### config.mk
export PLATFORM = sky130hd
export DESIGN_NAME = cel_accum
export DESIGN_NICKNAME = d
export VERILOG_FILES = /design/src/rtl/core/cel_pkg.sv /design/src/rtl/core/cel_accum.sv
export SDC_FILE = /design/constraint.sdc
export NUM_CORES = 1
export LEC_CHECK = 0
export ABC_AREA = 1
export BUFFER_PORTS_ARGS = -buffer_cell sky130_fd_sc_hd__buf_2
export CAP_MARGIN = 20
export CORE_MARGIN = 10
export CORE_UTILIZATION = 43
export DETAILED_ROUTE_END_ITERATION = 7
export REMOVE_ABC_BUFFERS = 1
export SETUP_SLACK_MARGIN = 0.4
export SLEW_MARGIN = 20
export SYNTH_ARGS = -nofsm -noshare
export SYNTH_HDL_FRONTEND = slang
export SYNTH_SLANG_ARGS = --single-unit
export TNS_END_PERCENT = 1
### constraint.sdc
create_clock -name clk -period 5.55 [get_ports clk]
set_clock_uncertainty 0.1 [all_clocks]
set_input_delay 0.555 -clock clk [delete_from_list [all_inputs] [get_ports clk]]
set_output_delay 0.555 -clock clk [all_outputs]
set_load 0.02 [all_outputs]
### src/rtl/core/cel_pkg.sv
// shared constants, types and the log2 mantissa table for the loss accumulator
// no dependencies; imported by every module of the block
`timescale 1ns / 1ps

package cel_pkg;

    // number formats
    localparam int PROB_FRAC_BITS = 31;
    localparam int PROB_W         = 32;
    localparam int ACC_WIDTH      = 40;
    localparam int OUT_W          = 40;
    localparam int LOG_TABLE_BITS = 8;
    localparam int K_W            = $clog2(PROB_W);
    localparam int MANT_W         = 31;
    localparam int FRAC_SH        = MANT_W - LOG_TABLE_BITS;
    localparam int TAB_N          = (1 << LOG_TABLE_BITS) + 1;
    localparam int TAB_W          = 31;
    localparam int NL2_W          = 36;
    localparam int LN2_W          = 28;
    localparam int NLOG_W         = 22;
    localparam int TERM_W         = NLOG_W + PROB_W - PROB_FRAC_BITS;
    localparam int CNT_W          = $clog2(ACC_WIDTH);

    localparam logic [63:0] PONE_64   = 64'd1 << PROB_FRAC_BITS;
    localparam logic [63:0] PFLOOR_64 = (PONE_64 + 64'd5000000) / 64'd10000000;
    localparam logic [PROB_W-1:0] PONE   = PROB_W'(PONE_64);
    localparam logic [PROB_W-1:0] PFLOOR =
        (PFLOOR_64 == 64'd0) ? PROB_W'(1) : PROB_W'(PFLOOR_64);
    localparam logic [LN2_W-1:0] LN2_Q28 = 28'd186065279;
    localparam logic [ACC_WIDTH-1:0] ACC_MAX = '1;

    // configuration register indexes
    localparam int CFG_IDX_W = 2;
    localparam logic [CFG_IDX_W-1:0] REG_MEAN_MODE = 2'd0;
    localparam logic [CFG_IDX_W-1:0] REG_MB_COUNT  = 2'd1;
    localparam int MB_W = 16;

    // queue between front and back
    localparam int QDEPTH = 4;
    localparam int QPTR_W = $clog2(QDEPTH);

    typedef struct packed {
        logic [PROB_W-1:0] probability;
        logic [PROB_W-1:0] target;
        logic              last;
    } item_t;

    typedef enum logic [1:0] {
        ACC_RUN,
        ACC_DIV,
        ACC_DONE
    } acc_state_t;

    typedef logic [TAB_W-1:0] log_tab_t [TAB_N];

    // log2(1 + i/2^LOG_TABLE_BITS) in Q0.30 by repeated squaring
    function automatic logic [TAB_W-1:0] log2_mant(int unsigned i);
        logic [63:0]      y;
        logic [TAB_W-1:0] r;
        y = (64'(1 << LOG_TABLE_BITS) + 64'(i)) << FRAC_SH;
        r = '0;
        for (int b = 29; b >= 0; b--)
        begin
            y = (y * y) >> 31;
            if (y >= (64'd2 << 31))
            begin
                y    = y >> 1;
                r[b] = 1'b1;
            end
        end
        return r;
    endfunction

    function automatic log_tab_t build_log_tab();
        log_tab_t t;
        for (int i = 0; i < TAB_N - 1; i++)
        begin
            t[i] = log2_mant(i);
        end
        t[TAB_N-1] = TAB_W'(1) << 30;
        return t;
    endfunction

    localparam log_tab_t LOG_TAB = build_log_tab();

endpackage

### src/rtl/core/cel_accum.sv
// back end tail: saturating sum, mean divider and result register
// depends on cel_pkg (state type and widths)
`timescale 1ns / 1ps

module cel_accum (
    input  logic                          clk,
    input  logic                          rst_n,
    input  logic                          t_valid,
    output logic                          t_ready,
    input  logic [cel_pkg::TERM_W-1:0]    t_term,
    input  logic                          t_last,
    input  logic                          mean_mode,
    input  logic [cel_pkg::MB_W-1:0]      mb_count,
    output logic                          out_valid,
    input  logic                          out_stall,
    output logic [cel_pkg::OUT_W-1:0]     loss_value,
    output logic                          saturated
);
    import cel_pkg::*;

    acc_state_t state_reg, state_next;
    logic [ACC_WIDTH-1:0] sum_reg, sum_next;
    logic                 clip_reg, clip_next;
    logic [ACC_WIDTH-1:0] quo_reg, quo_next;
    logic [MB_W-1:0]      rem_reg, rem_next;
    logic [CNT_W-1:0]     cnt_reg, cnt_next;
    logic                 satp_reg, satp_next;
    logic                 ov_reg, ov_next;
    logic [OUT_W-1:0]     loss_reg, loss_next;
    logic                 sat_reg, sat_next;

    logic [ACC_WIDTH:0]   sum_add;
    logic [ACC_WIDTH-1:0] sum_new;
    logic                 clip_new;
    logic                 out_free;
    logic                 take;
    logic [MB_W-1:0]      divisor;
    logic [MB_W:0]        rem_sh;
    logic                 qbit;

    assign out_valid  = ov_reg;
    assign loss_value = loss_reg;
    assign saturated  = sat_reg;

    // saturating add and divider step
    always_comb
    begin
        sum_add  = {1'b0, sum_reg} + (ACC_WIDTH+1)'(t_term);
        sum_new  = sum_add[ACC_WIDTH] ? ACC_MAX : sum_add[ACC_WIDTH-1:0];
        clip_new = clip_reg || sum_add[ACC_WIDTH];
        out_free = !ov_reg || !out_stall;
        divisor  = (mb_count == '0) ? MB_W'(1) : mb_count;
        rem_sh   = {rem_reg, quo_reg[ACC_WIDTH-1]};
        qbit     = (rem_sh >= {1'b0, divisor});
    end

    // control and next values
    always_comb
    begin
        state_next = state_reg;
        sum_next   = sum_reg;
        clip_next  = clip_reg;
        quo_next   = quo_reg;
        rem_next   = rem_reg;
        cnt_next   = cnt_reg;
        satp_next  = satp_reg;
        loss_next  = loss_reg;
        sat_next   = sat_reg;
        ov_next    = ov_reg && out_stall;
        t_ready    = 1'b0;
        take       = 1'b0;
        unique case (state_reg)
            ACC_RUN:
            begin
                t_ready = !t_last || mean_mode || out_free;
                take    = t_valid && t_ready;
                if (take && !t_last)
                begin
                    sum_next  = sum_new;
                    clip_next = clip_new;
                end
                else if (take)
                begin
                    sum_next  = '0;
                    clip_next = 1'b0;
                    if (mean_mode)
                    begin
                        quo_next   = sum_new;
                        rem_next   = '0;
                        cnt_next   = '0;
                        satp_next  = clip_new;
                        state_next = ACC_DIV;
                    end
                    else
                    begin
                        ov_next   = 1'b1;
                        loss_next = OUT_W'(sum_new);
                        sat_next  = clip_new;
                    end
                end
            end
            ACC_DIV:
            begin
                rem_next = qbit ? MB_W'(rem_sh - {1'b0, divisor}) : rem_sh[MB_W-1:0];
                quo_next = {quo_reg[ACC_WIDTH-2:0], qbit};
                cnt_next = cnt_reg + 1'b1;
                if (cnt_reg == CNT_W'(ACC_WIDTH - 1))
                begin
                    state_next = ACC_DONE;
                end
            end
            ACC_DONE:
            begin
                if (out_free)
                begin
                    ov_next    = 1'b1;
                    loss_next  = OUT_W'(quo_reg);
                    sat_next   = satp_reg;
                    state_next = ACC_RUN;
                end
            end
            default:
            begin
                state_next = ACC_RUN;
            end
        endcase
    end

    always_ff @(posedge clk or negedge rst_n)
    begin
        if (!rst_n)
        begin
            state_reg <= ACC_RUN;
            sum_reg   <= '0;
            clip_reg  <= 1'b0;
            ov_reg    <= 1'b0;
            cnt_reg   <= '0;
        end
        else
        begin
            state_reg <= state_next;
            sum_reg   <= sum_next;
            clip_reg  <= clip_next;
            ov_reg    <= ov_next;
            cnt_reg   <= cnt_next;
        end
    end

    // divider and result payload
    always_ff @(posedge clk)
    begin
        quo_reg  <= quo_next;
        rem_reg  <= rem_next;
        satp_reg <= satp_next;
        loss_reg <= loss_next;
        sat_reg  <= sat_next;
    end

    a_clear: assert property (@(posedge clk) disable iff (!rst_n)
        (take && t_last) |=> (sum_reg == '0) && !clip_reg)
        else $error("sum not cleared after last item");
    a_div_len: assert property (@(posedge clk) disable iff (!rst_n)
        (state_reg == ACC_DIV) |-> cnt_reg < CNT_W'(ACC_WIDTH))
        else $error("divider ran past its length");
    a_no_overwrite: assert property (@(posedge clk) disable iff (!rst_n)
        (ov_reg && out_stall) |=> $stable(loss_reg) && $stable(sat_reg))
        else $error("waiting result overwritten");
    a_busy: assert property (@(posedge clk) disable iff (!rst_n)
        (state_reg != ACC_RUN) |-> !t_ready)
        else $error("term taken while dividing");

endmodule

==> run summary, run 1 <==
outcome: completed
Routed WL: 26700 um
via count: 8488
Final Hold Vio Count: 0
final worst path period need: 3.31 ns
syn avg cell area: 7.39 sq um
buffer and inverter count on the worst path: 0
Max-Cap Viols: 0
CTS resizes: 0
P_leak: 5.80 nW
crit end category: register
Fmax achieved: 0.302 GHz
crit-path cells: ha_1, fa_1, nand3_1, nand3_1, nand2_1, nand3_2, nand2_1, nand3_2, nand3_4, nand2_1, nand2_1, o21ai_0
dpl hpwl: 19300 um
drt drc: 0
TritonCTS buffer count: 17
vias per cell: 4.97
synth warn: 0
startpoint types: register
Max stage delay on crit path: 0.63 ns
initial antenna violation count: 0
Reg clk slew, reported paths: 0.06 ns
register share of total power: 42.8%
Die Span Y: 171 um
RSZ-0062 raised after global routing: no
IO Count: 88
sw power: 0.863 mW
GRT Total Usage: 18.7%
Clk Tree Root Cell: clkbuf_16
critical path type: register to register
Gate power share: 18.5%
hold crit path type: primary input to async pin
cell depth of the worst setup path: 12
Hold Buf Count CTS: 0
fin nets: 1498
Critical Path Fanout Max: 41
TritonRoute pass-1 iters: 5
FFs w/ async S/R, synth: 33.8%
clk_lat worst skew: 0.43 ns
First DRT Iteration DRCs: 643
Placed Instances: 1677
Setup TNS: 0 ns
Initial Util: 43.6%
total power draw: 2.94 mW
Port Buf Inserts: 87
Die Wd: 171 um
Post-synth top flop: edfxtp_1
Synth Instances: 1330
row cnt: 55
Area Overhead vs Synth: 12.9%
# clock sinks: 148
Post-Syn Area: 9830 sq um
largest net degree at the start of global routing: 61
gr ovfl total: 0
relative slew slack: 38.5%
H-tree levels: 4
family with the most delay on the worst path: simple AND/OR/NAND/NOR gates
Inserted Diodes: 0
die area: 29300 sq um
Cell Pwr Density: 265 nW/um^2
Pint: 2.08 mW
first-pass GRT wire length: 43500 um
WP data required: 5.60 ns
antenna-violating nets left: 0
Clk network pwr share: 38.7%
Worst Path Arrival: 3.36 ns
Worst Tran Pin Value: 0.921 ns
Crit-path slowest cell: nand3_4
routed len/inst: 15.6 um
Max VDD drop: 196 uV
sequential element share of the synthesized area: 42.6%
reg2reg path depth: 12
clk buf depth: 2
Post-synth EDFFs: 98
vias in the first global route: 8315
r2r endpoint: loss_value[11]$_DFFE_PP_
Crit path top cell by count: nand2_1
global placer's final weighted congestion: 0.909
FF-to-FF setup slack: 2.24 ns
postcts setup bufs: 0
# setup viols final: 0
share of cells above drive strength 1: 13.1%
Synth cell types: 47
max-slew violation count: 0
final non-filler cell total: 1709
CTS tree: done
post-synthesis register bit count: 148
Final Cycle Share: 59.6%
Switching Fraction: 29.3%
core area: 22600 sq um
Critical R2R Launch: sum_reg[0]$_DFFE_PN0P_
synthesized netlist by cell type (5+ instances only):
library cell	n	area (sq um)
a21oi_1	35	175
buf_2	5	25.0
clkbuf_1	24	90.1
dfrtp_1	50	1250
edfxtp_1	98	2940
ha_1	40	500
inv_1	175	657
nand2_1	547	2050
nand2_2	16	100
nand3_1	54	270
nand3_2	15	150
nand3_4	7	123
nand4_1	12	75.1
nor2_1	101	379
nor3_1	13	65.1
nor4_1	6	37.5
o21ai_0	44	220
o21ai_1	13	65.1
xnor2_1	11	96.3
xor2_1	17	149
cell usage in the layout, fill, tap and decap left out, types with 15 or more instances in the layout:
cell | Yosys | final
xor2_1 | 17 | 17
inv_1 | 175 | 173
clkbuf_16 | 0 | 17
o21ai_0 | 44 | 44
buf_2 | 5 | 87
edfxtp_1 | 98 | 98
dfrtp_1 | 50 | 50
nand2_1 | 547 | 547
a21oi_1 | 35 | 34
nand3_1 | 54 | 54
nor2_1 | 101 | 98
ha_1 | 40 | 40
nand3_2 | 15 | 15
nand2_2 | 16 | 16
routing by layer:
metal  track usage, %  part of all wire, %  up-vias  routed length (um)
met3             3.00                  4.5       31                1190
met2             31.2                   47      198               12600
li1                 -                    -     4379                   -
met5                0                    0        -                   0
met4             5.10                  1.5        0                 410
met1             24.5                   47     3880               12500
final cells by class:
class	count	area (sq um)
Tap cell	285	357
Clock buffer	18	429
Fill cell	2288	11500
Inverter	179	672
Multi-Input combinational cell	969	4820
Timing Repair Buffer	96	503
Clock inverter	14	136
Sequential cell	148	4190
how the worst max path moves through the flow:
stage | start | to | slack (ns)
5_1_grt | sum_reg[0]$_DFFE_PN0P_ | loss_value[11]$_DFFE_PP_ | 2.00
6_report | sum_reg[0]$_DFFE_PN0P_ | loss_value[11]$_DFFE_PP_ | 2.24
2_1_floorplan | state_reg[0]$_DFFE_PN0P_ | loss_value[0]$_DFFE_PP_ | 0.64
4_1_cts | sum_reg[0]$_DFFE_PN0P_ | loss_value[11]$_DFFE_PP_ | 2.23
3_5_place_dp | t_term[0] | loss_value[11]$_DFFE_PP_ | 1.94
3_3_place_gp | t_term[0] | loss_value[7]$_DFFE_PP_ | 2.06
power by group through the flow:
stage	logic, mW	registers [mW]	clock network [mW]
floorplan	0.381	1.29	0
global placement	0.537	1.28	0
detailed placement	0.544	1.28	0
CTS	0.548	1.26	1.16
global route	0.627	1.26	1.21
finish	0.543	1.26	1.14
cell families after synthesis:
logic type	count (synthesis)	synth area share (%)
xor+xnor	28	2.49
buf+inv	213	8.57
compound gates	107	5.90
simple gates	792	34.9
flops	148	42.6
fa+ha+maj	42	5.50
through the flow:
stage               area (sq um)  hold WS (ns)  setup slack, ns  utilization, %
detailed placement         10500         0.370             1.94            46.7
global route               11100         0.239             2.00            49.2
finish                     11100         0.173             2.24            49.2
floorplan                   9660         0.159            0.641               -
CTS                        11100         0.207             2.23            49.2
global placement           10500         0.367             2.06            46.7
No activity file was read; power rests on OpenSTA's default activity.
==> run 2, diff against run 1 <==
==> constraint.sdc (replaced) <==
create_clock -name clk -period 3 [get_ports clk]
set_clock_uncertainty 0.1 [all_clocks]
set_input_delay 0.3 -clock clk [delete_from_list [all_inputs] [get_ports clk]]
set_output_delay 0.3 -clock clk [all_outputs]
set_load 0.02 [all_outputs]
==> run 2 against run 1 <==
Compared with the run above: clock power rose by 89%; sequential power rose by 85%; largest power group unchanged; routed wire length rose by 4.4%; setup slack got worse by 1.8 ns; critical path type unchanged; critical path depth rose by 2; power rose by 88%; global-route usage rose by 0.30 points; critical endpoint is now loss_value[23]$_DFFE_PP_.
==> run summary, run 2 (synthesis results as in run 1) <==
outcome: completed (unchanged)
TritonCTS buffer count: 17 (unchanged)
Crit-path slowest cell: fa_2 (was nand3_4)
antenna-violating nets left: 0 (unchanged)
Clk Tree Root Cell: clkbuf_16 (unchanged)
core area: 22600 sq um (unchanged)
IO Count: 88 (unchanged)
Reg clk slew, reported paths: 0.06 ns (about the same)
final worst path period need: 2.59 ns (was 3.31 ns)
Fmax achieved: 0.385 GHz (was 0.302 GHz)
Die Wd: 171 um (unchanged)
Routed WL: 27800 um (was 26700 um)
Final Cycle Share: 86.5% (was 59.6%)
dpl hpwl: 20000 um (was 19300 um)
TritonRoute pass-1 iters: 5 (unchanged)
relative slew slack: 57.5% (was 38.5%)
P_leak: 6.01 nW (was 5.80 nW)
# fillers: 2221 (was 2288)
Initial Util: 43.6% (unchanged)
Port Buf Inserts: 87 (unchanged)
most frequent cells in the layout: nand2_1 (543), inv_1 (172), edfxtp_1 (98), nor2_1 (97), buf_2 (88) (was nand2_1 (547), inv_1 (173), nor2_1 (98), edfxtp_1 (98), buf_2 (87))
clk buf depth: 2 (unchanged)
hold crit path type: primary input to register (was primary input to async pin)
H-tree levels: 4 (unchanged)
gr ovfl total: 0 (unchanged)
Crit path top cell by count: nand3_4 (was nand2_1)
vias in the first global route: 8453 (was 8315)
buffer and inverter count on the worst path: 2 (was 0)
GRT Total Usage: 19.0% (was 18.7%)
family with the most delay on the worst path: simple AND/OR/NAND/NOR gates (unchanged)
routed len/inst: 16.0 um (was 15.6 um)
# setup viols final: 0 (unchanged)
Final Hold Vio Count: 0 (unchanged)
Max-Cap Viols: 0 (unchanged)
Worst Path Arrival: 2.66 ns (was 3.36 ns)
largest net degree at the start of global routing: 58 (was 61)
crit end category: register (unchanged)
# clock sinks: 148 (unchanged)
clk_lat worst skew: 0.43 ns (about the same)
vias per cell: 4.95 (was 4.97)
commonest non-fill, non-tap cell in the layout: nand2_1 (unchanged)
initial antenna violation count: 0 (unchanged)
First DRT Iteration DRCs: 494 (was 643)
first-pass GRT wire length: 44200 um (was 43500 um)
max-slew violation count: 0 (unchanged)
via count: 8592 (was 8488)
crit-path cells: ha_4, fa_2, nand3_4, nand3_4, nand2_2, nand3_2, nand2_2, nand3_4, nand3_4, buf_4, buf_4, nand3_2, nand2_1, nand2_1 (was ha_1, fa_1, nand3_1, nand3_1, nand2_1, nand3_2, nand2_1, nand3_2, nand3_4, nand2_1, nand2_1, o21ai_0)
Critical Path Fanout Max: 4 (was 41)
Cell Pwr Density: 479 nW/um^2 (was 265 nW/um^2)
fin nets: 1524 (was 1498)
Max VDD drop: 345 uV (was 196 uV)
global placer's final weighted congestion: 0.917 (was 0.909)
WP data required: 3.06 ns (was 5.60 ns)
total power draw: 5.53 mW (was 2.94 mW)
Placed Instance Area: 10700 sq um (was 10500 sq um)
share of cells above drive strength 1: 15.9% (was 13.1%)
Die Span Y: 171 um (unchanged)
drt drc: 0 (unchanged)
critical path type: register to register (unchanged)
Max stage delay on crit path: 0.43 ns (was 0.63 ns)
RSZ-0062 raised after global routing: yes (was no)
Design Area, Final: 11600 sq um (was 11100 sq um)
Area Overhead vs Synth: 17.5% (was 12.9%)
startpoint types: register (unchanged)
die area: 29300 sq um (unchanged)
row cnt: 55 (unchanged)
Inserted Diodes: 0 (unchanged)
Worst Tran Pin Value: 0.638 ns (was 0.921 ns)
CTS tree: done (unchanged)
run 2: worst paths after layout:
path / from / to / slack [ns] / cells after the start
setup / recovery: sum_reg[0]$_DFFE_PN0P_ / loss_value[23]$_DFFE_PP_ / 0.41 / 14
hold / removal: out_stall / out_valid$_DFF_PN0_ / 0.06 / 3
setup reg to reg: sum_reg[0]$_DFFE_PN0P_ / loss_value[23]$_DFFE_PP_ / 0.41 / 14
hold reg to reg: sum_reg[5]$_DFFE_PN0P_ / sum_reg[5]$_DFFE_PN0P_ / 0.39 / 2
max in group asynchronous: rst_n / sum_reg[34]$_DFFE_PN0P_ / 2.06 / 3
min in group asynchronous: rst_n / cnt_reg[2]$_DFFE_PN0P_ / 0.13 / 2
run 2: cell type report:
class | instances | area (sq um) | share of cell area [%]
multi-input cells | 969 | 4930 | 42.6
flip-flops and latches | 148 | 4190 | 36.3
repair buffers | 122 | 823 | 7.13
inverters | 179 | 676 | 5.85
clock buffers | 21 | 450 | 3.90
well taps | 285 | 357 | 3.09
clock inverters | 11 | 128 | 1.10
run 2: worst min-delay path, cell delays in order:
cell and delay (ns):
buf_2 0.07, nand2_1 0.07, o311ai_0 0.09
run 2: through the flow:
step / TNS (ns) / instances / setup WS, ns / utilization (%) / hold WS, ns
2_1_floorplan: -114.88 / 1296 / -1.91 / - / -0.0956
3_3_place_gp: 0 / 1687 / 0.0516 / 47.2 / 0.0191
3_5_place_dp: 0 / 1687 / 0.0518 / 47.2 / 0.0219
4_1_cts: 0 / 1725 / 0.303 / 50.2 / 0.0377
5_1_grt: 0 / 1735 / 0.323 / 51.2 / 0.0777
6_report: 0 / 1735 / 0.406 / 51.2 / 0.0556
run 2: per-layer routing:
| metal | vias to the layer above | track usage [%] | wire [um] |
|---|---|---|---|
| met1 | 3992 | 25.2 | 13300 |
| met4 | 0 | 4.12 | 251 |
| met5 | - | 0 | 0 |
| met2 | 150 | 31.7 | 13200 |
| met3 | 17 | 3.16 | 1100 |
| li1 | 4433 | - | - |
run 2: repair_timing:
item | in CTS | in global routing
resized for setup | 2 | 28
hold buffers | 1 | 0
pin swaps | 0 | 2
buffers inserted | 4 | 8
hold endpoints to repair | 50 | 0
setup endpoints to repair | 103 | 123
gates cloned | 1 | 2
run 2: power breakdown:
part / switching [mW] / leakage, nW / total [mW] / internal (mW)
clock: 0.896 / 0.274 / 2.15 / 1.25
sequential: 0.0361 / 1.59 / 2.33 / 2.30
combinational: 0.692 / 4.15 / 1.05 / 0.361
total: 1.62 / 6.01 / 5.53 / 3.91
