**src/rtl/core/cel_pkg.sv**
```systemverilog
// shared constants, types and the log2 mantissa table for the loss accumulator
// no dependencies; imported by every module of the block
`timescale 1ns / 1ps

package cel_pkg;

    // number formats
    localparam int PROB_FRAC_BITS = 31;
    localparam int PROB_W         = 32;
    localparam int ACC_WIDTH      = 40;
    localparam int OUT_W          = 40;
    localparam int LOG_TABLE_BITS = 8;
    localparam int K_W            = $clog2(PROB_W);
    localparam int MANT_W         = 31;
    localparam int FRAC_SH        = MANT_W - LOG_TABLE_BITS;
    localparam int TAB_N          = (1 << LOG_TABLE_BITS) + 1;
    localparam int TAB_W          = 31;
    localparam int NL2_W          = 36;
    localparam int LN2_W          = 28;
    localparam int NLOG_W         = 22;
    localparam int TERM_W         = NLOG_W + PROB_W - PROB_FRAC_BITS;
    localparam int CNT_W          = $clog2(ACC_WIDTH);

    localparam logic [63:0] PONE_64   = 64'd1 << PROB_FRAC_BITS;
    localparam logic [63:0] PFLOOR_64 = (PONE_64 + 64'd5000000) / 64'd10000000;
    localparam logic [PROB_W-1:0] PONE   = PROB_W'(PONE_64);
    localparam logic [PROB_W-1:0] PFLOOR =
        (PFLOOR_64 == 64'd0) ? PROB_W'(1) : PROB_W'(PFLOOR_64);
    localparam logic [LN2_W-1:0] LN2_Q28 = 28'd186065279;
    localparam logic [ACC_WIDTH-1:0] ACC_MAX = '1;

    // configuration register indexes
    localparam int CFG_IDX_W = 2;
    localparam logic [CFG_IDX_W-1:0] REG_MEAN_MODE = 2'd0;
    localparam logic [CFG_IDX_W-1:0] REG_MB_COUNT  = 2'd1;
    localparam int MB_W = 16;

    // queue between front and back
    localparam int QDEPTH = 4;
    localparam int QPTR_W = $clog2(QDEPTH);

    typedef struct packed {
        logic [PROB_W-1:0] probability;
        logic [PROB_W-1:0] target;
        logic              last;
    } item_t;

    typedef enum logic [1:0] {
        ACC_RUN,
        ACC_DIV,
        ACC_DONE
    } acc_state_t;

    typedef logic [TAB_W-1:0] log_tab_t [TAB_N];

    // log2(1 + i/2^LOG_TABLE_BITS) in Q0.30 by repeated squaring
    function automatic logic [TAB_W-1:0] log2_mant(int unsigned i);
        logic [63:0]      y;
        logic [TAB_W-1:0] r;
        y = (64'(1 << LOG_TABLE_BITS) + 64'(i)) << FRAC_SH;
        r = '0;
        for (int b = 29; b >= 0; b--)
        begin
            y = (y * y) >> 31;
            if (y >= (64'd2 << 31))
            begin
                y    = y >> 1;
                r[b] = 1'b1;
            end
        end
        return r;
    endfunction

    function automatic log_tab_t build_log_tab();
        log_tab_t t;
        for (int i = 0; i < TAB_N - 1; i++)
        begin
            t[i] = log2_mant(i);
        end
        t[TAB_N-1] = TAB_W'(1) << 30;
        return t;
    endfunction

    localparam log_tab_t LOG_TAB = build_log_tab();

endpackage

```
**src/rtl/core/cel_front.sv**
```systemverilog
// front end: accepts items and holds them in a short queue for the back end
// depends on cel_pkg
`timescale 1ns / 1ps

module cel_front (
    input  logic           clk,
    input  logic           rst_n,
    input  logic           in_valid,
    output logic           in_stall,
    input  cel_pkg::item_t in_item,
    output logic           q_valid,
    input  logic           q_ready,
    output cel_pkg::item_t q_item
);
    import cel_pkg::*;

    item_t             slot_reg [QDEPTH];
    logic [QPTR_W-1:0] wr_reg, wr_next;
    logic [QPTR_W-1:0] rd_reg, rd_next;
    logic [QPTR_W:0]   cnt_reg, cnt_next;
    logic              push, pop;

    // handshake decode
    assign in_stall = (cnt_reg == (QPTR_W+1)'(QDEPTH));
    assign q_valid  = (cnt_reg != '0);
    assign push     = in_valid && !in_stall;
    assign pop      = q_valid && q_ready;
    assign q_item   = slot_reg[rd_reg];

    // pointer and fill count
    always_comb
    begin
        wr_next  = push ? wr_reg + 1'b1 : wr_reg;
        rd_next  = pop ? rd_reg + 1'b1 : rd_reg;
        cnt_next = cnt_reg + (QPTR_W+1)'(push) - (QPTR_W+1)'(pop);
    end

    always_ff @(posedge clk or negedge rst_n)
    begin
        if (!rst_n)
        begin
            wr_reg  <= '0;
            rd_reg  <= '0;
            cnt_reg <= '0;
        end
        else
        begin
            wr_reg  <= wr_next;
            rd_reg  <= rd_next;
            cnt_reg <= cnt_next;
        end
    end

    // item storage
    always_ff @(posedge clk)
    begin
        if (push)
        begin
            slot_reg[wr_reg] <= in_item;
        end
    end

    a_cnt_bound: assert property (@(posedge clk) disable iff (!rst_n)
        cnt_reg <= (QPTR_W+1)'(QDEPTH))
        else $error("queue fill count beyond depth");
    a_cnt_track: assert property (@(posedge clk) disable iff (!rst_n)
        (push && !pop) |=> cnt_reg == $past(cnt_reg) + 1'b1)
        else $error("queue count missed a push");
    a_ptr_gap: assert property (@(posedge clk) disable iff (!rst_n)
        (cnt_reg == '0) |-> (wr_reg == rd_reg))
        else $error("empty queue with pointers apart");

endmodule

```
**config.mk**
```make
export PLATFORM = sky130hd
export DESIGN_NAME = cel_front
export DESIGN_NICKNAME = d
export VERILOG_FILES = /design/src/rtl/core/cel_pkg.sv /design/src/rtl/core/cel_front.sv
export SDC_FILE = /design/constraint.sdc
export NUM_CORES = 1
export LEC_CHECK = 0
export ABC_AREA = 0
export BUFFER_PORTS_ARGS = -buffer_cell sky130_fd_sc_hd__buf_2
export CORE_MARGIN = 4
export CORE_UTILIZATION = 51
export DETAILED_ROUTE_END_ITERATION = 7
export PLACE_DENSITY = 0.75
export SLEW_MARGIN = 10
export SYNTH_ARGS = -nofsm -noshare
export SYNTH_HDL_FRONTEND = slang
export SYNTH_SLANG_ARGS = --single-unit
```
**constraint.sdc**
```tcl
create_clock -name clk -period 2.52 [get_ports clk]
set_input_delay 0.126 -clock clk [delete_from_list [all_inputs] [get_ports clk]]
set_output_delay 0.126 -clock clk [all_outputs]
set_load 0.1 [all_outputs]
```
==> results of run 1 <==
-- kinds of logic after synthesis --
logic type | share of synthesized area
compound gates | 0.00329
xor+xnor | 0.00355
fa+ha+maj | 0.00963
buf+inv | 0.0167
flops | 0.808
mux | 0.148
simple gates | 0.0106
-- cells in the final DEF (no fill, tap or decap), types with 3 or more instances in the layout --
cell	count
sky130_fd_sc_hd__clkbuf_16	27
sky130_fd_sc_hd__buf_2	135
sky130_fd_sc_hd__mux4_2	65
sky130_fd_sc_hd__xnor2_1	3
sky130_fd_sc_hd__buf_4	13
sky130_fd_sc_hd__dfrtp_1	4
sky130_fd_sc_hd__ha_1	6
sky130_fd_sc_hd__buf_12	8
sky130_fd_sc_hd__inv_1	5
sky130_fd_sc_hd__nand2b_1	4
sky130_fd_sc_hd__clkinv_1	8
sky130_fd_sc_hd__clkinv_2	4
sky130_fd_sc_hd__and3b_4	4
sky130_fd_sc_hd__clkbuf_1	5
sky130_fd_sc_hd__dlygate4sd3_1	69
sky130_fd_sc_hd__edfxtp_1	260
-- worst register-to-register path, cell delays in order (launching register included) --
cell and delay, ns:
sky130_fd_sc_hd__dfrtp_1 0.47, sky130_fd_sc_hd__nor3b_4 0.35, sky130_fd_sc_hd__nand2b_1 0.16, sky130_fd_sc_hd__ha_1 0.23
sky130_fd_sc_hd__inv_1 0.06, sky130_fd_sc_hd__ha_1 0.13, sky130_fd_sc_hd__inv_1 0.05, sky130_fd_sc_hd__fa_2 0.33
sky130_fd_sc_hd__xnor2_1 0.20, sky130_fd_sc_hd__xnor2_1 0.13
-- metal layers --
layer,wire (um),GRT usage,vias to the layer above,share of wire
met5,0,0,-,0
met1,8040,0.239,2456,0.43
met3,1040,0.0352,33,0.055
met4,377,0.0475,0,0.020
li1,-,-,2118,-
met2,9400,0.294,172,0.50
-- worst max-delay path by stage --
stage / from / to / slack (ns) / cells past startpoint
after floorplan: cnt_reg[0]$_DFF_PN0_ / cnt_reg[2]$_DFF_PN0_ / -0.22 / 9
after global placement: cnt_reg[1]$_DFF_PN0_ / cnt_reg[2]$_DFF_PN0_ / 0.46 / 9
after detailed placement: cnt_reg[2]$_DFF_PN0_ / cnt_reg[2]$_DFF_PN0_ / 0.36 / 9
after CTS: rd_reg[0]$_DFFE_PN0P_ / q_item[62] / 0.01 / 3
after global routing: rd_reg[1]$_DFFE_PN0P_ / q_item[49] / 0.15 / 3
final: rd_reg[1]$_DFFE_PN0P_ / q_item[0] / 0.22 / 3
-- cell type report --
cell class | count | area (sq um) | area share
clock inverter | 14 | 88.8 | 0.00709
antenna | 1 | 2.50 | 0.000200
clock buffer | 32 | 694 | 0.0554
timing repair buffer | 226 | 1650 | 0.132
tap | 260 | 325 | 0.0260
inverter | 5 | 18.8 | 0.00150
multi-input combinational | 93 | 1760 | 0.140
sequential | 267 | 7990 | 0.638
-- per-stage QoR --
step	utilization	area [sq um]	setup TNS, ns
floorplan	-	9890	-0.380
global placement	0.582	11000	0
detailed placement	0.582	11000	0
CTS	0.660	12500	0
global route	0.663	12500	0
finish	0.663	12500	0
-- timing repair --
item                       4_1_cts  5_1_grt
hold endpoints to repair       270        0
buffers inserted                 0        3
setup endpoints to repair        0       36
hold buffers                    69        0
==> flow_results.xml, run 1 <==
<?xml version="1.0" encoding="UTF-8"?>
<metrics>
  <group name="run_status">
    <metric name="outcome" unit="">finished clean</metric>
  </group>
  <group name="clock_network">
    <metric name="cts-root-buf" unit="">sky130_fd_sc_hd__clkbuf_16</metric>
    <metric name="ctsHtreeMaxLevel" unit="">1</metric>
    <metric name="cts.sink_count" unit="">267</metric>
    <metric name="number_of_buffers_created_by_cts" unit="">26</metric>
    <metric name="clock_latency" unit="ns">0.51</metric>
    <metric name="tritoncts" unit="">done</metric>
    <metric name="cts.reportedPaths.clkPinSlew" unit="ns">0.06</metric>
    <metric name="cts_buffer_depth" unit="">3</metric>
    <metric name="postCtsResizedCells" unit="">0</metric>
  </group>
  <group name="synthesis">
    <metric name="synth-seq-area-share" unit="">0.808</metric>
    <metric name="synth_top_cells_by_count" unit="">sky130_fd_sc_hd__edfxtp_1, sky130_fd_sc_hd__mux4_2, sky130_fd_sc_hd__dfrtp_1</metric>
    <metric name="avgSynthCellArea" unit="sq um">26.0</metric>
    <metric name="synthesis.instances" unit="">380</metric>
    <metric name="post_synth_edffs" unit="">260</metric>
    <metric name="netlist_top_cells_area" unit="">sky130_fd_sc_hd__edfxtp_1, sky130_fd_sc_hd__mux4_2, sky130_fd_sc_hd__dfrtp_1</metric>
    <metric name="yosysUniqueCellTypes" unit="">22</metric>
    <metric name="post_synth_instance_area" unit="sq um">9880</metric>
    <metric name="synth_async_sr_flop_share" unit="">0.0262</metric>
    <metric name="synth_largest_type_area_fraction" unit="">0.790</metric>
    <metric name="ys_ff_latch" unit="">267</metric>
    <metric name="post-synth-top-area-cell" unit="">sky130_fd_sc_hd__edfxtp_1</metric>
    <metric name="main_synth_ff_type" unit="">sky130_fd_sc_hd__edfxtp_1</metric>
    <metric name="yosysWarningCount" unit="">0</metric>
    <metric name="yosys.cell_count.top_type" unit="">sky130_fd_sc_hd__edfxtp_1</metric>
    <metric name="synth.net_count" unit="">456</metric>
  </group>
  <group name="worst_setup_path">
    <metric name="criticalPathCategory" unit="">flop to output port</metric>
    <metric name="critPathCaptureType" unit="">output port</metric>
    <metric name="critPathMaxFanout" unit="">17</metric>
    <metric name="crit_path_max_incr_delay" unit="ns">0.65</metric>
    <metric name="crit-reg2reg-capture" unit="">cnt_reg[2]$_DFF_PN0_</metric>
    <metric name="critical_path.cell_chain" unit="">buf_4, mux4_2, buf_2</metric>
    <metric name="worstSetupStartpointType" unit="">flop</metric>
    <metric name="r2r-start" unit="">cnt_reg[2]$_DFF_PN0_</metric>
    <metric name="worst-endpoint-required" unit="ns">2.39</metric>
    <metric name="timing.critical_path.arrival" unit="ns">2.17</metric>
    <metric name="r2r_setup_slack" unit="ns">0.33</metric>
    <metric name="crit_path_top_delay_cell" unit="">sky130_fd_sc_hd__dfrtp_4</metric>
    <metric name="critical_path.n_buffers_inverters" unit="">2</metric>
    <metric name="critical_path.top_delay_family" unit="">buffers and inverters</metric>
    <metric name="worst_r2r_path_depth" unit="">9</metric>
  </group>
  <group name="layout">
    <metric name="final_layout_size_suffix_gt1_frac" unit="">0.414</metric>
    <metric name="largest_register_ffs" unit="">260</metric>
    <metric name="post_layout_nonfiller_instances" unit="">898</metric>
    <metric name="num-fill-cells" unit="">1259</metric>
    <metric name="area_growth_synth_to_finish" unit="%">26.8</metric>
    <metric name="finish.net_count" unit="">695</metric>
  </group>
  <group name="timing">
    <metric name="maxSlewViolCount" unit="">0</metric>
    <metric name="slew_headroom" unit="">0.646</metric>
    <metric name="rsz0062_at_grt" unit="">no</metric>
    <metric name="layout_worst_path_cycle_share" unit="">0.913</metric>
    <metric name="clock-skew-final" unit="ns">0.0104</metric>
    <metric name="setup_viols_final" unit="">0</metric>
    <metric name="max_slew.worst_pin.slew" unit="ns">0.531</metric>
    <metric name="worst_hold_slack" unit="ns">0.365</metric>
    <metric name="fmax" unit="MHz">435</metric>
    <metric name="layout_setup_ws" unit="ns">0.220</metric>
    <metric name="hold_viol_final" unit="">0</metric>
    <metric name="post-route-min-period" unit="ns">2.30</metric>
  </group>
  <group name="floorplan">
    <metric name="floorplan.rows" unit="">50</metric>
    <metric name="die-width" unit="um">147</metric>
    <metric name="die_height" unit="um">147</metric>
    <metric name="die-area" unit="sq um">21700</metric>
    <metric name="boundaryPins" unit="">136</metric>
    <metric name="initial_cell_density_of_the_core" unit="">0.523</metric>
    <metric name="core_ar" unit="sq um">18900</metric>
  </group>
  <group name="grt">
    <metric name="antenna_found_initial" unit="">1</metric>
    <metric name="globalRouteOverflowTotal" unit="">0</metric>
    <metric name="grt_pass1_vias" unit="">5217</metric>
    <metric name="grt_max_degree" unit="">33</metric>
    <metric name="globalRouteTotalUtil" unit="">0.175</metric>
    <metric name="grt_pass1_wl" unit="um">29700</metric>
  </group>
  <group name="run">
    <metric name="maxCapViolations" unit="">0</metric>
  </group>
  <group name="drt">
    <metric name="detailedRoute.firstPassIterationCount" unit="">6</metric>
    <metric name="1st_iter_drt_viols" unit="">258</metric>
    <metric name="routed_wirelength" unit="um">18900</metric>
    <metric name="post-route-drc-count" unit="">0</metric>
    <metric name="avgViaCountPerCell" unit="">5.32</metric>
    <metric name="route.vias.total" unit="">4779</metric>
    <metric name="routedWlPerCell" unit="um">21.0</metric>
    <metric name="detail-route-antenna-nets" unit="">0</metric>
  </group>
  <group name="place">
    <metric name="gp_congestion" unit="">0.716</metric>
    <metric name="place_hpwl" unit="um">11200</metric>
    <metric name="io_buffer_count" unit="">135</metric>
    <metric name="detailedPlace.worstSlack" unit="ns">0.355</metric>
    <metric name="place_inst" unit="">779</metric>
  </group>
  <group name="hold_path">
    <metric name="hold_end" unit="">slot_reg[1][61]$_DFFE_PP_</metric>
    <metric name="kind_of_path_behind_the_tightest_hold_check" unit="">input pin to flop</metric>
    <metric name="hold_depth" unit="">2</metric>
    <metric name="worstHoldStart" unit="">in_item[61]</metric>
  </group>
</metrics>
Power of run 1 is left out: the tool's default activity adds up to more than one toggle a clock period on the data nets, which glitch-free logic cannot reach.
==> run 2: changes to the inputs <==
--- a/config.mk
+++ b/config.mk
@@ -8,9 +8,9 @@
 export ABC_AREA = 0
 export BUFFER_PORTS_ARGS = -buffer_cell sky130_fd_sc_hd__buf_2
 export CORE_MARGIN = 4
-export CORE_UTILIZATION = 51
+export CORE_UTILIZATION = 61
 export DETAILED_ROUTE_END_ITERATION = 7
-export PLACE_DENSITY = 0.75
+export PLACE_DENSITY = 0.84
 export SLEW_MARGIN = 10
 export SYNTH_ARGS = -nofsm -noshare
 export SYNTH_HDL_FRONTEND = slang
==> constraint.sdc (replaced) <==
create_clock -name clk -period 2.9 [get_ports clk]
set_input_delay 0.145 -clock clk [delete_from_list [all_inputs] [get_ports clk]]
set_output_delay 0.145 -clock clk [all_outputs]
set_load 0.1 [all_outputs]
==> flow_results.xml, run 2 (synthesis gave the netlist of run 1 again) <==
<?xml version="1.0" encoding="UTF-8"?>
<metrics>
  <group name="timing">
    <metric name="layout_worst_path_cycle_share" unit="">0.880</metric>
    <metric name="fmax" unit="MHz">392</metric>
    <metric name="post-route-min-period" unit="ns">2.55</metric>
    <metric name="worst_hold_slack" unit="ns">0.386</metric>
    <metric name="slew_headroom" unit="">0.620</metric>
    <metric name="rsz0062_at_grt" unit="">no</metric>
    <metric name="hold_viol_final" unit="">0</metric>
    <metric name="totalNegativeSetupSlack" unit="ns">0</metric>
    <metric name="maxSlewViolCount" unit="">0</metric>
    <metric name="max_slew.worst_pin.slew" unit="ns">0.570</metric>
    <metric name="clock-skew-final" unit="ns">0.0196</metric>
    <metric name="setup_viols_final" unit="">0</metric>
  </group>
  <group name="layout">
    <metric name="mostFrequentLayoutCell" unit="">sky130_fd_sc_hd__edfxtp_1</metric>
    <metric name="most-common-layout-cells" unit="">sky130_fd_sc_hd__edfxtp_1, sky130_fd_sc_hd__buf_2, sky130_fd_sc_hd__dlygate4sd3_1</metric>
    <metric name="num-fill-cells" unit="">851</metric>
    <metric name="final_layout_size_suffix_gt1_frac" unit="">0.403</metric>
    <metric name="largest_register_ffs" unit="">260</metric>
    <metric name="area_growth_synth_to_finish" unit="%">24.8</metric>
    <metric name="finish.net_count" unit="">684</metric>
    <metric name="antenna-diode-count" unit="">0</metric>
    <metric name="layout.cell_area.non_filler" unit="sq um">12300</metric>
    <metric name="post_layout_nonfiller_instances" unit="">842</metric>
  </group>
  <group name="grt">
    <metric name="antenna_found_initial" unit="">0</metric>
    <metric name="globalRouteTotalUtil" unit="">0.209</metric>
    <metric name="globalRouteOverflowTotal" unit="">0</metric>
    <metric name="grt_pass1_vias" unit="">5127</metric>
    <metric name="grt_max_degree" unit="">38</metric>
    <metric name="grt_pass1_wl" unit="um">29100</metric>
  </group>
  <group name="hold_path">
    <metric name="hold_end" unit="">slot_reg[2][11]$_DFFE_PP_</metric>
    <metric name="worstHoldStart" unit="">in_item[11]</metric>
    <metric name="hold_depth" unit="">2</metric>
    <metric name="kind_of_path_behind_the_tightest_hold_check" unit="">input pin to flop</metric>
  </group>
  <group name="drt">
    <metric name="route.vias.total" unit="">4804</metric>
    <metric name="met1Wirelength" unit="um">7330</metric>
    <metric name="detail-route-antenna-nets" unit="">0</metric>
    <metric name="detailedRoute.firstPassIterationCount" unit="">4</metric>
    <metric name="avgViaCountPerCell" unit="">5.71</metric>
    <metric name="routedWlPerCell" unit="um">22.1</metric>
    <metric name="1st_iter_drt_viols" unit="">384</metric>
    <metric name="post-route-drc-count" unit="">0</metric>
    <metric name="routed_wirelength" unit="um">18600</metric>
    <metric name="dr.max_layer_used" unit="">met4</metric>
    <metric name="met3_wirelength" unit="um">1140</metric>
    <metric name="routed-wl-met2" unit="um">9800</metric>
  </group>
  <group name="clock_network">
    <metric name="ctsHtreeMaxLevel" unit="">1</metric>
    <metric name="number_of_buffers_created_by_cts" unit="">25</metric>
    <metric name="post-cts-setup-buffer-count" unit="">0</metric>
    <metric name="cts.sink_count" unit="">267</metric>
    <metric name="postCtsResizedCells" unit="">0</metric>
    <metric name="tritoncts" unit="">done</metric>
    <metric name="cts.reportedPaths.clkPinSlew" unit="ns">0.07</metric>
    <metric name="ctsHoldBuffers" unit="">70</metric>
    <metric name="clock_latency" unit="ns">0.51</metric>
    <metric name="cts_buffer_depth" unit="">3</metric>
    <metric name="cts-root-buf" unit="">sky130_fd_sc_hd__clkbuf_16</metric>
  </group>
  <group name="place">
    <metric name="dpl_cell_area" unit="sq um">10900</metric>
    <metric name="place_hpwl" unit="um">10700</metric>
    <metric name="place_inst" unit="">727</metric>
    <metric name="io_buffer_count" unit="">135</metric>
    <metric name="gp_congestion" unit="">0.780</metric>
  </group>
  <group name="worst_setup_path">
    <metric name="critPathMaxFanout" unit="">26</metric>
    <metric name="criticalPathCategory" unit="">flop to output port</metric>
    <metric name="timing.critical_path.arrival" unit="ns">2.41</metric>
    <metric name="worstSetupStartpointType" unit="">flop</metric>
    <metric name="worst_r2r_path_depth" unit="">9</metric>
    <metric name="r2r_setup_slack" unit="ns">0.58</metric>
    <metric name="critPathCaptureType" unit="">output port</metric>
    <metric name="r2r-start" unit="">cnt_reg[1]$_DFF_PN0_</metric>
    <metric name="crit-reg2reg-capture" unit="">cnt_reg[2]$_DFF_PN0_</metric>
    <metric name="worst-endpoint-required" unit="ns">2.76</metric>
  </group>
  <group name="floorplan">
    <metric name="die_height" unit="um">135</metric>
    <metric name="floorplan.rows" unit="">46</metric>
    <metric name="initial_cell_density_of_the_core" unit="">0.622</metric>
    <metric name="die-area" unit="sq um">18300</metric>
    <metric name="boundaryPins" unit="">136</metric>
    <metric name="core_ar" unit="sq um">15900</metric>
    <metric name="die-width" unit="um">135</metric>
  </group>
  <group name="run_status">
    <metric name="outcome" unit="">finished clean</metric>
  </group>
  <group name="run">
    <metric name="maxCapViolations" unit="">0</metric>
  </group>
</metrics>
[run 2: worst max-delay path by stage]
stage                                      from              endpoint
final                     rd_reg[0]$_DFFE_PN0P_            q_item[11]
after global routing      rd_reg[0]$_DFFE_PN0P_            q_item[58]
after CTS                 rd_reg[0]$_DFFE_PN0P_            q_item[58]
after detailed placement   cnt_reg[1]$_DFF_PN0_  cnt_reg[2]$_DFF_PN0_
after global placement     cnt_reg[1]$_DFF_PN0_  cnt_reg[2]$_DFF_PN0_
after floorplan            cnt_reg[1]$_DFF_PN0_  cnt_reg[2]$_DFF_PN0_
[run 2: area by class of cell]
class	instances	area (sq um)	area share
clock inverter	10	76.3	0.00619
multi-input combinational	93	1750	0.142
sequential	267	7990	0.648
clock buffer	35	673	0.0546
tap	216	270	0.0219
inverter	5	18.8	0.00152
timing repair buffer	216	1550	0.125
[run 2: stage by stage]
step / util / setup WS (ns)
after global routing: 0.776 / 0.197
after floorplan: - / 0.0991
after CTS: 0.776 / 0.283
final: 0.776 / 0.348
after global placement: 0.685 / 0.784
after detailed placement: 0.685 / 0.648
[run 2: routing by layer]
metal,global-route usage,up-vias
met4,0.0482,0
met1,0.299,2483
li1,-,2092
met3,0.0312,29
met2,0.352,200
met5,0,-
[run 2: critical path: stages (launching register included)]
cell	delay (ns)
sky130_fd_sc_hd__dfrtp_4	0.72
sky130_fd_sc_hd__buf_12	0.30
sky130_fd_sc_hd__mux4_2	0.55
sky130_fd_sc_hd__buf_2	0.31
Power of run 2 is left out for the same reason.
